===== src/rtl/pidsd_pkg.sv =====
// shared widths, codes, limits and helpers for the pid position loop
package pidsd_pkg;

  localparam int POS_W  = 10;
  localparam int TGT_W  = 8;
  localparam int GAIN_W = 16;
  localparam int WIN_W  = 8;
  localparam int SMS_W  = 12;
  localparam int FMS_W  = 8;
  localparam int ANG_W  = 6;
  localparam int DRV_W  = 5;
  localparam int MODE_W = 2;
  localparam int CIDX_W = 3;
  localparam int CDAT_W = 16;
  localparam int ERR_W  = 11;
  localparam int ISUM_W = 12;
  localparam int ELAP_W = 13;
  localparam int SUM_W  = 38;

  typedef enum logic [2:0] {
    ST_IDLE = 3'b001,
    ST_RUN  = 3'b010,
    ST_DONE = 3'b100
  } run_state_t;

  typedef enum logic [CIDX_W-1:0] {
    CFG_TARGET   = 3'd0,
    CFG_GAIN_P   = 3'd1,
    CFG_GAIN_I   = 3'd2,
    CFG_GAIN_D   = 3'd3,
    CFG_WINDOW   = 3'd4,
    CFG_SETTLE   = 3'd5,
    CFG_FRAME_MS = 3'd6
  } cfg_reg_t;

  localparam logic [MODE_W-1:0] MODE_IDLE = 2'd0;
  localparam logic [MODE_W-1:0] MODE_RUN  = 2'd1;
  localparam logic [MODE_W-1:0] MODE_DONE = 2'd2;

  localparam logic [TGT_W-1:0]  TARGET_RST   = 8'd110;
  localparam logic [GAIN_W-1:0] GAIN_P_RST   = 16'd3768;
  localparam logic [GAIN_W-1:0] GAIN_I_RST   = 16'd1638;
  localparam logic [GAIN_W-1:0] GAIN_D_RST   = 16'd1475;
  localparam logic [WIN_W-1:0]  WINDOW_RST   = 8'd13;
  localparam logic [SMS_W-1:0]  SETTLE_RST   = 12'd800;
  localparam logic [FMS_W-1:0]  FRAME_MS_RST = 8'd30;

  localparam logic signed [ISUM_W-1:0] ISUM_MAX   = 12'sd2000;
  localparam logic signed [ISUM_W:0]   ISUM_MAX_X = 13'sd2000;

  localparam logic [ANG_W-1:0]        SERVO_CENTER = 6'd30;
  localparam logic [ANG_W-1:0]        SERVO_REST   = 6'd10;
  localparam logic signed [DRV_W-1:0] DRIVE_MAX    = 5'sd15;

  // 15 * 20 * 16384, the drive limit in product scale
  localparam logic [SUM_W-1:0] NUM_LIMIT = 38'd4915200;
  // divide by 5 for values below 75: (x * 205) >> 10
  localparam logic [14:0] RECIP5 = 15'd205;

  typedef struct packed {
    logic                active;
    logic                settled;
    logic [MODE_W-1:0]   mode;
  } frame_ctl_t;

  function automatic logic [MODE_W-1:0] mode_code(run_state_t s);
    case (s)
      ST_RUN:  return MODE_RUN;
      ST_DONE: return MODE_DONE;
      default: return MODE_IDLE;
    endcase
  endfunction

endpackage


===== src/rtl/pid_position_loop_with_settle_detect_top.sv =====
// pid position loop with integral clamp and settle detection, pipelined top level
//
// usage: each input word is one control frame (position, start_req, stop).
// the loop state (mode, integral, last error, settle timer) is updated in the
// cycle the word is accepted, so consecutive words chain correctly at full rate.
// the drive then passes a product stage, a sum stage and a clamp/scale stage
// into the output register.
// throughput: one word per cycle without a stall, set by the state update loop.
// result words hold in the output register while out_ready is low; the stages
// behind it keep filling, and in_ready drops only once every stage is full.
// config port: cfg_valid/cfg_ready with cfg_index and cfg_data, always ready;
// write only while no word is in flight. unknown indexes are ignored.
// reset (rst, synchronous): registers go to their default values, mode idle,
// integral, last error and settle timer cleared, pipeline emptied.
// idle frames return rest angle 10, drive 0; integral, last error, timer hold.
module pid_position_loop_with_settle_detect_top (
  input  logic                                clk,
  input  logic                                rst,
  input  logic                                in_valid,
  output logic                                in_ready,
  input  logic [pidsd_pkg::POS_W-1:0]         position,
  input  logic                                start_req,
  input  logic                                stop,
  output logic                                out_valid,
  input  logic                                out_ready,
  output logic [pidsd_pkg::ANG_W-1:0]         servo_angle,
  output logic signed [pidsd_pkg::DRV_W-1:0]  drive,
  output logic                                settled,
  output logic [pidsd_pkg::MODE_W-1:0]        mode,
  input  logic                                cfg_valid,
  output logic                                cfg_ready,
  input  logic [pidsd_pkg::CIDX_W-1:0]        cfg_index,
  input  logic [pidsd_pkg::CDAT_W-1:0]        cfg_data
);

  import pidsd_pkg::*;

  // configuration
  logic [TGT_W-1:0]  target;
  logic [GAIN_W-1:0] gain_p;
  logic [GAIN_W-1:0] gain_i;
  logic [GAIN_W-1:0] gain_d;
  logic [WIN_W-1:0]  settle_window;
  logic [SMS_W-1:0]  settle_ms;
  logic [FMS_W-1:0]  frame_ms;

  // loop state
  run_state_t               run_mode;
  logic signed [ISUM_W-1:0] integral_sum;
  logic signed [ERR_W-1:0]  last_error;
  logic [ELAP_W-1:0]        settle_elapsed;
  logic                     settle_running;

  // pipeline
  logic v1, v2, v3;
  logic en1, en2, en3, en4;
  logic signed [15:0]       s1_e20;
  logic signed [20:0]       s1_d400;
  logic signed [ISUM_W-1:0] s1_isum;
  frame_ctl_t               s1_ctl;
  logic signed [32:0]       s2_p;
  logic signed [28:0]       s2_i;
  logic signed [37:0]       s2_d;
  frame_ctl_t               s2_ctl;
  logic signed [SUM_W-1:0]  s3_sum;
  frame_ctl_t               s3_ctl;

  // frame update logic
  logic                     accept;
  run_state_t               mode_new;
  run_state_t               mode_fin;
  logic signed [ISUM_W-1:0] isum_base;
  logic signed [ISUM_W:0]   isum_acc;
  logic signed [ISUM_W-1:0] isum_next;
  logic signed [ERR_W-1:0]  err;
  logic [ERR_W-1:0]         err_mag;
  logic                     in_win;
  logic [ELAP_W-1:0]        elapsed_sum;
  logic [ELAP_W-1:0]        elapsed_next;
  logic                     running_next;
  logic                     settle_hit;
  logic                     active;
  logic signed [11:0]       diff;
  logic signed [20:0]       diff_x;
  logic signed [15:0]       err_x;

  // output scaling
  logic [SUM_W-1:0]         num_mag;
  logic [6:0]               num_hi;
  logic [14:0]              quot_prod;
  logic [3:0]               quot;
  logic signed [DRV_W-1:0]  drv;
  logic [ANG_W-1:0]         angle;

  assign cfg_ready = 1'b1;
  assign en4      = !out_valid || out_ready;
  assign en3      = !v3 || en4;
  assign en2      = !v2 || en3;
  assign en1      = !v1 || en2;
  assign in_ready = en1;
  assign accept   = in_valid && in_ready;

  always_ff @(posedge clk) begin
    if (rst) begin
      target        <= TARGET_RST;
      gain_p        <= GAIN_P_RST;
      gain_i        <= GAIN_I_RST;
      gain_d        <= GAIN_D_RST;
      settle_window <= WINDOW_RST;
      settle_ms     <= SETTLE_RST;
      frame_ms      <= FRAME_MS_RST;
    end else if (cfg_valid && cfg_ready) begin
      case (cfg_reg_t'(cfg_index))
        CFG_TARGET:   target        <= cfg_data[TGT_W-1:0];
        CFG_GAIN_P:   gain_p        <= cfg_data[GAIN_W-1:0];
        CFG_GAIN_I:   gain_i        <= cfg_data[GAIN_W-1:0];
        CFG_GAIN_D:   gain_d        <= cfg_data[GAIN_W-1:0];
        CFG_WINDOW:   settle_window <= cfg_data[WIN_W-1:0];
        CFG_SETTLE:   settle_ms     <= cfg_data[SMS_W-1:0];
        CFG_FRAME_MS: frame_ms      <= cfg_data[FMS_W-1:0];
        default: ;
      endcase
    end
  end

  always_comb begin
    isum_base = integral_sum;
    case (run_mode)
      ST_RUN:  mode_new = ST_RUN;
      ST_DONE: mode_new = stop ? ST_IDLE : ST_DONE;
      default: begin
        mode_new = start_req ? ST_RUN : ST_IDLE;
        if (start_req) isum_base = '0;
      end
    endcase
    active = (mode_new != ST_IDLE);

    err     = $signed({3'b000, target}) - $signed({1'b0, position});
    err_mag = err[ERR_W-1] ? 11'(-err) : err;
    in_win  = err_mag < {3'b000, settle_window};

    // settle timer
    elapsed_sum  = settle_elapsed + {5'b00000, frame_ms};
    elapsed_next = settle_elapsed;
    running_next = settle_running;
    settle_hit   = 1'b0;
    if (mode_new == ST_RUN) begin
      if (in_win) begin
        if (!settle_running) begin
          running_next = 1'b1;
          elapsed_next = '0;
        end else if (elapsed_sum >= {1'b0, settle_ms}) begin
          running_next = 1'b0;
          elapsed_next = '0;
          settle_hit   = 1'b1;
        end else begin
          elapsed_next = elapsed_sum;
        end
      end else begin
        running_next = 1'b0;
        elapsed_next = '0;
      end
    end
    mode_fin = settle_hit ? ST_DONE : mode_new;

    // integral with clamp
    isum_acc = {isum_base[ISUM_W-1], isum_base} + {{2{err[ERR_W-1]}}, err};
    if (isum_acc > ISUM_MAX_X) begin
      isum_next = ISUM_MAX;
    end else if (isum_acc < -ISUM_MAX_X) begin
      isum_next = -ISUM_MAX;
    end else begin
      isum_next = isum_acc[ISUM_W-1:0];
    end

    // difference and sign extensions for error * 20 and difference * 400 (stage 1)
    diff   = {err[ERR_W-1], err} - {last_error[ERR_W-1], last_error};
    diff_x = {{9{diff[11]}}, diff};
    err_x  = {{5{err[ERR_W-1]}}, err};
  end

  always_ff @(posedge clk) begin
    if (rst) begin
      run_mode       <= ST_IDLE;
      integral_sum   <= '0;
      last_error     <= '0;
      settle_elapsed <= '0;
      settle_running <= 1'b0;
    end else if (accept) begin
      run_mode       <= mode_fin;
      settle_elapsed <= elapsed_next;
      settle_running <= running_next;
      if (active) begin
        integral_sum <= isum_next;
        last_error   <= err;
      end
    end
  end

  // stage 1: scaled terms
  always_ff @(posedge clk) begin
    if (rst) begin
      v1 <= 1'b0;
    end else if (en1) begin
      v1 <= accept;
    end
  end

  always_ff @(posedge clk) begin
    if (en1 && accept) begin
      s1_e20         <= (err_x <<< 4) + (err_x <<< 2);
      s1_d400        <= (diff_x <<< 8) + (diff_x <<< 7) + (diff_x <<< 4);
      s1_isum        <= isum_next;
      s1_ctl.active  <= active;
      s1_ctl.settled <= settle_hit;
      s1_ctl.mode    <= mode_code(mode_fin);
    end
  end

  // stage 2: gain products
  always_ff @(posedge clk) begin
    if (rst) begin
      v2 <= 1'b0;
    end else if (en2) begin
      v2 <= v1;
    end
  end

  always_ff @(posedge clk) begin
    if (en2 && v1) begin
      s2_p   <= 33'($signed({1'b0, gain_p})) * 33'(s1_e20);
      s2_i   <= 29'($signed({1'b0, gain_i})) * 29'(s1_isum);
      s2_d   <= 38'($signed({1'b0, gain_d})) * 38'(s1_d400);
      s2_ctl <= s1_ctl;
    end
  end

  // stage 3: sum
  always_ff @(posedge clk) begin
    if (rst) begin
      v3 <= 1'b0;
    end else if (en3) begin
      v3 <= v2;
    end
  end

  always_ff @(posedge clk) begin
    if (en3 && v2) begin
      s3_sum <= {{5{s2_p[32]}}, s2_p} + {{9{s2_i[28]}}, s2_i} + s2_d;
      s3_ctl <= s2_ctl;
    end
  end

  // stage 4: clamp, truncate toward zero, servo angle
  always_comb begin
    num_mag   = s3_sum[SUM_W-1] ? SUM_W'(-s3_sum) : s3_sum;
    num_hi    = num_mag[22:16];
    quot_prod = {8'b0, num_hi} * RECIP5;
    quot      = quot_prod[13:10];
    if (num_mag >= NUM_LIMIT) begin
      drv = s3_sum[SUM_W-1] ? -DRIVE_MAX : DRIVE_MAX;
    end else begin
      drv = s3_sum[SUM_W-1] ? -$signed({1'b0, quot}) : $signed({1'b0, quot});
    end
    if (!s3_ctl.active) drv = '0;
    angle = s3_ctl.active ? ({drv[DRV_W-1], drv} + SERVO_CENTER) : SERVO_REST;
  end

  always_ff @(posedge clk) begin
    if (rst) begin
      out_valid <= 1'b0;
    end else if (en4) begin
      out_valid <= v3;
    end
  end

  always_ff @(posedge clk) begin
    if (en4 && v3) begin
      servo_angle <= angle;
      drive       <= drv;
      settled     <= s3_ctl.settled;
      mode        <= s3_ctl.mode;
    end
  end

  a_settled_done: assert property (@(posedge clk) disable iff (rst)
    out_valid && settled |-> mode == MODE_DONE)
    else $error("settled word without done mode");

  a_idle_rest: assert property (@(posedge clk) disable iff (rst)
    out_valid && mode == MODE_IDLE |-> servo_angle == SERVO_REST && drive == '0)
    else $error("idle word not at rest angle");

  a_angle_drive: assert property (@(posedge clk) disable iff (rst)
    out_valid && mode != MODE_IDLE |-> servo_angle == ({drive[DRV_W-1], drive} + SERVO_CENTER))
    else $error("servo angle does not follow drive");

  a_integ_bound: assert property (@(posedge clk) disable iff (rst)
    integral_sum <= ISUM_MAX && integral_sum >= -ISUM_MAX)
    else $error("integral out of clamp range");

  a_settle_stop: assert property (@(posedge clk) disable iff (rst)
    accept && settle_hit |=> !settle_running && run_mode == ST_DONE)
    else $error("settle did not stop timer and enter done");

endmodule

===== config.mk =====
export PLATFORM = sky130hd
export DESIGN_NAME = pid_position_loop_with_settle_detect_top
export DESIGN_NICKNAME = d
export VERILOG_FILES = /design/src/rtl/pidsd_pkg.sv /design/src/rtl/pid_position_loop_with_settle_detect_top.sv
export SDC_FILE = /design/constraint.sdc
export NUM_CORES = 2
export LEC_CHECK = 0
export BUFFER_PORTS_ARGS = -buffer_cell sky130_fd_sc_hd__buf_2
export CORE_MARGIN = 10
export CORE_UTILIZATION = 36
export CTS_BUF_LIST = sky130_fd_sc_hd__clkbuf_8 sky130_fd_sc_hd__clkbuf_16
export DETAILED_ROUTE_END_ITERATION = 8
export GPL_ROUTABILITY_DRIVEN = 0
export PLACE_DENSITY = 0.46
export SLEW_MARGIN = 40
export SYNTH_ARGS = -nofsm -noshare
export SYNTH_HDL_FRONTEND = slang
export SYNTH_SLANG_ARGS = --single-unit

===== constraint.sdc =====
create_clock -name clk -period 19.35 [get_ports clk]
set_input_delay 0.9675 -clock clk [delete_from_list [all_inputs] [get_ports clk]]
set_output_delay 0.9675 -clock clk [all_outputs]
set_load 0.05 [all_outputs]

# Yosys cells after proc, flatten, opt, wreduce, memory -nomap -nowiden

Index checks and enable logic that the tools add are counted.

ROM bits: 0
Word-level logic and storage cells: 119
Flip-flop bits (word level): 341
Output and inout port bits: 17
Memories kept: 0
Input port bits: 36
Bits in latches: 0
Bits in writable memories: 0

Reductions and logical operators: 24
Order comparisons: 5
Equal/unequal tests: 12
Shifts and indexed selects: 0
Bitwise operators: 0
$add $sub $neg: 13
Multiply operators: 4
Div/mod/pow operators: 0
Muxes and demuxes: 25

Operators by type and width:

| operator               | count |
|---|---|
| $mux W12               | 4 |
| $mux W13               | 3 |
| $add A38 B38 Y38       | 1 |
| $ge A38 B23 Y1 const B | 1 |
| $mul A17 B21 Y38       | 1 |
| $mux W38               | 1 |
| $neg A38 Y38           | 1 |
| $add A33 B29 Y34       | 1 |
| $mul A17 B16 Y33       | 1 |
| $mul A17 B12 Y29       | 1 |
| $add A20 B19 Y21       | 1 |
| $add A21 B16 Y21       | 1 |
| $mux W5                | 4 |
| $reduce_and A2 Y1      | 9 |
| $add A15 B13 Y16       | 1 |
| $eq A3 B2 Y1 const B   | 5 |
| $eq A3 B3 Y1 const B   | 5 |
| $mul A7 B8 Y14 const B | 1 |
| $add A12 B11 Y13       | 1 |
| $add A13 B8 Y13        | 1 |
| $ge A13 B12 Y1         | 1 |
| $gt A13 B12 Y1 const B | 1 |
| $lt A13 B12 Y1 const B | 1 |
| $sub A11 B11 Y12       | 1 |
| other kinds (18)       | 35 |

# Logic depth before layout (Yosys ltp)

Depth after elaboration: 9
Depth in mapped cells: 29
Mapped depth without buffers: 28

# Worst setup path after synthesis

OpenSTA, ideal clock, no wires.

Path kind: register to register
Start: register s1_d400[20]
End: register s2_d[37], data pin
Arrival: 6.012 ns
Buffers on the path: 1
Required time: 19.091 ns
Path slack: 13.079 ns
Cell stages (with the launch flop): 23
Period minus slack after synthesis: 6.271 ns
Setup time: 0.259 ns
Cell sequence: edfxtp_1 -> clkbuf_1 -> nand2_1 -> inv_1 -> fa_1 -> fa_1 -> inv_1 -> fa_1 -> fa_1 -> fa_1 -> inv_1 -> fa_1 -> ha_1 -> nand2_1 -> nor2_1 -> a21oi_1 -> nor2b_1 -> a31oi_1 -> a211o_1 -> nand2_1 -> nor2_1 -> o21bai_1 -> xnor2_1

Longest elaborated chain between the ends: 1

RTL lines:

| element                | RTL line                                        | RTL |
|---|---|---|
| from (decl)            | pid_position_loop_with_settle_detect_top.sv:58  | `logic signed [20:0] s1_d400;` |
| from (signal assigned) | pid_position_loop_with_settle_detect_top.sv:212 | `s1_d400 <= (diff_x <<< 8) + (diff_x <<< 7) + (diff_x <<< 4);` |
| $mul A17 B21 Y38       | pid_position_loop_with_settle_detect_top.sv:233 | `s2_d <= 38'($signed({1'b0, gain_d})) * 38'(s1_d400);` |
| to (signal assigned)   | pid_position_loop_with_settle_detect_top.sv:233 |  |
| to (decl)              | pid_position_loop_with_settle_detect_top.sv:63  | `logic signed [37:0] s2_d;` |

Every way passes these cells.
A chain may end at the register's enable or synchronous reset.

# Worst setup path in the final report

Start: register s3_sum[5]
End: register servo_angle[3] (netlist name), data pin

Longest elaborated chain between the ends: 8
Elaborated cells on any way between the ends: 9
Classes of those cells: add/sub (3); mul (1); order compare (1); mux (4)

RTL lines:

| element                | RTL line                                        | RTL |
|---|---|---|
| from (decl)            | pid_position_loop_with_settle_detect_top.sv:65  | `logic signed [SUM_W-1:0] s3_sum;` |
| from (signal assigned) | pid_position_loop_with_settle_detect_top.sv:249 | `s3_sum <= {{5{s2_p[32]}}, s2_p} + {{9{s2_i[28]}}, s2_i} + s2_d;` |
| $neg A38 Y38           | pid_position_loop_with_settle_detect_top.sv:256 | `num_mag = s3_sum[SUM_W-1] ? SUM_W'(-s3_sum) : s3_sum;` |
| $mux W38 (*)           | pid_position_loop_with_settle_detect_top.sv:256 |  |
| $mul A7 B8 Y14         | pid_position_loop_with_settle_detect_top.sv:258 | `quot_prod = {8'b0, num_hi} * RECIP5;` |
| $neg A4 Y5             | pid_position_loop_with_settle_detect_top.sv:263 | `drv = s3_sum[SUM_W-1] ? -$signed({1'b0, quot}) : $signed({1'b0, quot});` |
| $mux W5                | pid_position_loop_with_settle_detect_top.sv:263 |  |
| $mux W5 (*)            | pid_position_loop_with_settle_detect_top.sv:260 | `if (num_mag >= NUM_LIMIT) begin` |
| $mux W5 (*)            | pid_position_loop_with_settle_detect_top.sv:265 | `if (!s3_ctl.active) drv = '0;` |
| $add A6 B5 Y6 (*)      | pid_position_loop_with_settle_detect_top.sv:266 | `angle = s3_ctl.active ? ({drv[DRV_W-1], drv} + SERVO_CENTER) : SERVO_REST;` |
| to (signal assigned)   | pid_position_loop_with_settle_detect_top.sv:279 | `servo_angle <= angle;` |
| to (decl)              | pid_position_loop_with_settle_detect_top.sv:26  | `output logic [pidsd_pkg::ANG_W-1:0] servo_angle,` |

Every way passes the cells marked *; elsewhere a longest branch is shown, timed or not.

==> out/metrics.cfg <==
[clock_network]
cts_root_buffer = sky130_fd_sc_hd__clkbuf_16
ctsResizeCount = 0
clock_insertion_delay_worst_skew_ps = 610
cts_buf_count = 43
setup_fix_bufs_post_cts = 0
cts-htree-levels = 2
cts.sink_count = 329
hold_bufs_at_cts = 0
cts_tree = yes
clock_tree.buffer_depth = 3
cts.clk_slew.worst_paths_ps = 60

[sta]
hold_viol_final = 0
maxSlewViolCount = 0
sum_of_negative_setup_slack_ps = 0
max_freq_ghz = 0.144
rsz0062_at_grt = false
final.min_clock_period_ps = 6940
finalSetupViolCount = 0
maxSlewHeadroom_pct = 43.2
worst-slew-pin-transition_ps = 852
post-route-period-util_pct = 35.9
clock_skew_ps = 26.2

[floorplan]
dieWidth_um = 365
number_of_core_rows = 126
die_h_um = 365
die-area_um2 = 133000
ios = 53
core_um2 = 118000
floorplan.initialDensity_pct = 36.3

[synthesis]
synth_area_leaders = sky130_fd_sc_hd__fa_1 (29%), sky130_fd_sc_hd__edfxtp_1 (14%), sky130_fd_sc_hd__ha_1 (14%)
yosys_warnings = 0
synthesis.area_per_instance_um2 = 9.38
syn-instance-count = 4566
postSynth.asyncResetShare_pct = 0
synth_top_flop_cell = sky130_fd_sc_hd__edfxtp_1
syn-num-nets = 5687
total_of_flip_flops_plus_latches_after_synthesis = 329
portion_of_the_post_synthesis_area_used_by_sequential_elements_pct = 20.1
synth_largest_area_cell = sky130_fd_sc_hd__fa_1
synth_enable_flop_cells = 201
netlist_area_um2 = 42800
synth.top_cell.area_share_pct = 28.7
yosys.cell_types.count = 79

[final_layout]
layout-drive-gt1-share_pct = 4.07
multi_input_comb_area_um2 = 30500
layout.nets = 5659
layout.area.seq_um2 = 8600
synthToLayoutAreaGrowth_pct = 7.67
fillers = 11800

[global_routing]
first_global_vias = 31200
grt_start_max_net_pins = 60
initial_antenna_violation_count = 4
overflow_left_after_global_routing = 0
groute.usage.overall_pct = 17.4
grt_pass1_wl_mm = 181

[setup_path]
required_ps = 19680
critPathLaunchType = flop
capturing_instance_or_port_of_the_critical_path = servo_angle[3]
timing.critical_path.arrival_ps = 7280
setup.reg_to_reg.worst_slack_ps = 12410
worst_setup_startpoint = s3_sum[5]
critical_path.endpoint_type = flop
path_class = flop to flop
r2r_end = servo_angle[3]
r2r_cells = 25
max_fo_critical_path = 13
r2r_start = s3_sum[5]

[placement]
port_buffers = 51
dp_hpwl_mm = 91.7

[run]
maxCapViolations = 0

[route]
first_pass_iters = 5
postRouteAntennaNets = 0
routed_via_count = 29900
route.detailed.drc = 0
avgViaCountPerCell = 4.90
routed_wirelength_mm = 114
avgRoutedWirePerCell_um = 18.6
drt_iter0_drc = 1588

[run_status]
run_status = complete, no violations

[worst_hold_path]
hold_path_class = flop to flop

[layout make-up]
cell class              count  area share (%)
diodes                      1         0.00543
clock buffers              48            2.48
clock inverters            31           0.619
inverters                 847            6.90
multi-input cells        3241            66.2
flip-flops and latches    329            18.7
well taps                1536            4.17
repair buffers             76           0.985
[worst max-delay path, stage by stage (launching register included)]
cell and delay, ps:
sky130_fd_sc_hd__edfxtp_1 360, sky130_fd_sc_hd__nor4_1 410, sky130_fd_sc_hd__nand4_1 560, sky130_fd_sc_hd__or2_2 510, sky130_fd_sc_hd__o21ai_0 190, sky130_fd_sc_hd__xor2_1 320
sky130_fd_sc_hd__inv_1 160, sky130_fd_sc_hd__ha_1 350, sky130_fd_sc_hd__ha_1 290, sky130_fd_sc_hd__inv_1 50, sky130_fd_sc_hd__fa_1 410, sky130_fd_sc_hd__fa_1 490
sky130_fd_sc_hd__inv_1 40, sky130_fd_sc_hd__ha_1 220, sky130_fd_sc_hd__or3_1 350, sky130_fd_sc_hd__a21oi_1 120, sky130_fd_sc_hd__o21ai_0 190, sky130_fd_sc_hd__xnor2_1 310
sky130_fd_sc_hd__ha_1 270, sky130_fd_sc_hd__or3_1 120, sky130_fd_sc_hd__a21oi_1 50, sky130_fd_sc_hd__a311oi_1 320, sky130_fd_sc_hd__nand3_2 130, sky130_fd_sc_hd__ha_1 240
sky130_fd_sc_hd__xnor2_1 150, sky130_fd_sc_hd__nand2_1 60
[per-layer routing]
metal  GRT usage, %  vias to the layer above  wire [µm]
met5              0                        -         34
met1           25.7                    14800      57300
met2           26.5                      547      48900
met3           2.89                       87       5750
met4           3.29                        4       1880
li1               -                    14500          -
[cells in the mapped netlist, types with 4 or more instances]
cell type / instances
sky130_fd_sc_hd__a211o_1: 7
sky130_fd_sc_hd__a221o_1: 4
sky130_fd_sc_hd__fa_1: 613
sky130_fd_sc_hd__clkbuf_1: 142
sky130_fd_sc_hd__xor2_1: 54
sky130_fd_sc_hd__dfxtp_1: 128
sky130_fd_sc_hd__o21a_1: 23
sky130_fd_sc_hd__o31ai_1: 13
sky130_fd_sc_hd__or3_1: 18
sky130_fd_sc_hd__nand2_1: 624
sky130_fd_sc_hd__a211oi_1: 14
sky130_fd_sc_hd__nor4_1: 11
sky130_fd_sc_hd__inv_1: 846
sky130_fd_sc_hd__mux2i_1: 16
sky130_fd_sc_hd__and3_1: 28
sky130_fd_sc_hd__maj3_1: 4
sky130_fd_sc_hd__nand3_1: 64
sky130_fd_sc_hd__o31a_1: 5
sky130_fd_sc_hd__a21oi_1: 218
sky130_fd_sc_hd__buf_1: 4
sky130_fd_sc_hd__a21o_1: 61
sky130_fd_sc_hd__and2_1: 297
sky130_fd_sc_hd__o21bai_1: 40
sky130_fd_sc_hd__a311oi_1: 4
sky130_fd_sc_hd__o2111ai_1: 4
sky130_fd_sc_hd__edfxtp_1: 201
sky130_fd_sc_hd__o211ai_1: 18
sky130_fd_sc_hd__a31oi_1: 20
sky130_fd_sc_hd__nor2b_1: 38
sky130_fd_sc_hd__a31o_2: 5
sky130_fd_sc_hd__nand4_1: 26
sky130_fd_sc_hd__o41ai_1: 11
sky130_fd_sc_hd__o21ai_0: 85
sky130_fd_sc_hd__xnor2_1: 161
sky130_fd_sc_hd__o311ai_0: 4
sky130_fd_sc_hd__nor3_1: 41
sky130_fd_sc_hd__nand2b_1: 49
sky130_fd_sc_hd__nor2_1: 114
sky130_fd_sc_hd__a21boi_0: 6
sky130_fd_sc_hd__ha_1: 472
sky130_fd_sc_hd__or2_2: 10
[worst min-delay path by stage]
stage | from | endpoint | slack [ps] | cells past startpoint
after floorplan | s3_ctl[0] | mode[0] | 400 | 0
after global placement | s1_ctl[2] | s2_ctl[2] | 410 | 0
after detailed placement | s2_ctl[1] | s3_ctl[1] | 410 | 0
after CTS | s3_ctl[1] | mode[1] | 410 | 0
after global routing | s3_ctl[1] | mode[1] | 420 | 0
final | s3_ctl[1] | mode[1] | 410 | 0
[metrics by stage]
stage / setup WS (ps) / std cells / hold WS (ps) / util (%) / cell area [µm²]
after floorplan: 13080 / 4566 / 400 / - / 42800
after global placement: 12190 / 6028 / 405 / 37.8 / 44600
after detailed placement: 12390 / 6028 / 406 / 37.8 / 44600
after CTS: 12380 / 6107 / 406 / 39.0 / 46100
after global routing: 11800 / 6108 / 416 / 39.0 / 46100
final: 12410 / 6109 / 414 / 39.0 / 46100
[kinds of logic after synthesis]
group	Yosys count	synth area share, %
AND/OR/NAND/NOR	1337	15.1
adder cells (fa/ha/maj)	1089	42.6
buffers and inverters	996	8.76
AO/OA/AOI/OAI	580	8.65
flip-flops	329	20.1
XOR/XNOR	216	4.45
multiplexers	18	0.427
other	1	0.00876
[layout by cell type, fill, tap and decap left out, drive strengths merged, types with 5 or more instances in the layout]
cell    count
a21o       61
a21oi     218
or3        18
nand2     624
and3       28
o21ai      85
xor2       54
nor2      114
and2      297
nor2b      38
or2        10
a21boi      6
a211oi     14
o31a        5
a31o        5
o41ai      11
dfxtp     128
inv       860
nand2b     49
o211ai     18
edfxtp    201
mux2i      16
o31ai      14
a211o       7
a31oi      20
ha        472
o21bai     40
buf        76
nor3       42
o21a       23
nor4       12
nand4      26
clkbuf     48
xnor2     161
clkinv     14
fa        613
nand3      65
[sequential cells by signal (all words and copies together) (netlist names), 4 cells and up]
| signal | cells |
|---|---|
| s3_ctl | 4 |
| servo_angle | 6 |
| s1_isum | 12 |
| s1_ctl | 4 |
| s2_p | 31 |
| target | 8 |
| frame_ms | 8 |
| s3_sum | 38 |
| s2_ctl | 4 |
| settle_window | 8 |
| s2_i | 29 |
| settle_ms | 12 |
| s1_d400 | 17 |
| s2_d | 34 |
| last_error | 11 |
| gain_p | 16 |
| gain_i | 16 |
| gain_d | 16 |
| drive | 5 |
| settle_elapsed | 13 |
| s1_e20 | 14 |
| integral_sum | 12 |
Power is left out: the tool's default activity adds up to more than one toggle a clock period on the data nets, which glitch-free logic cannot reach.
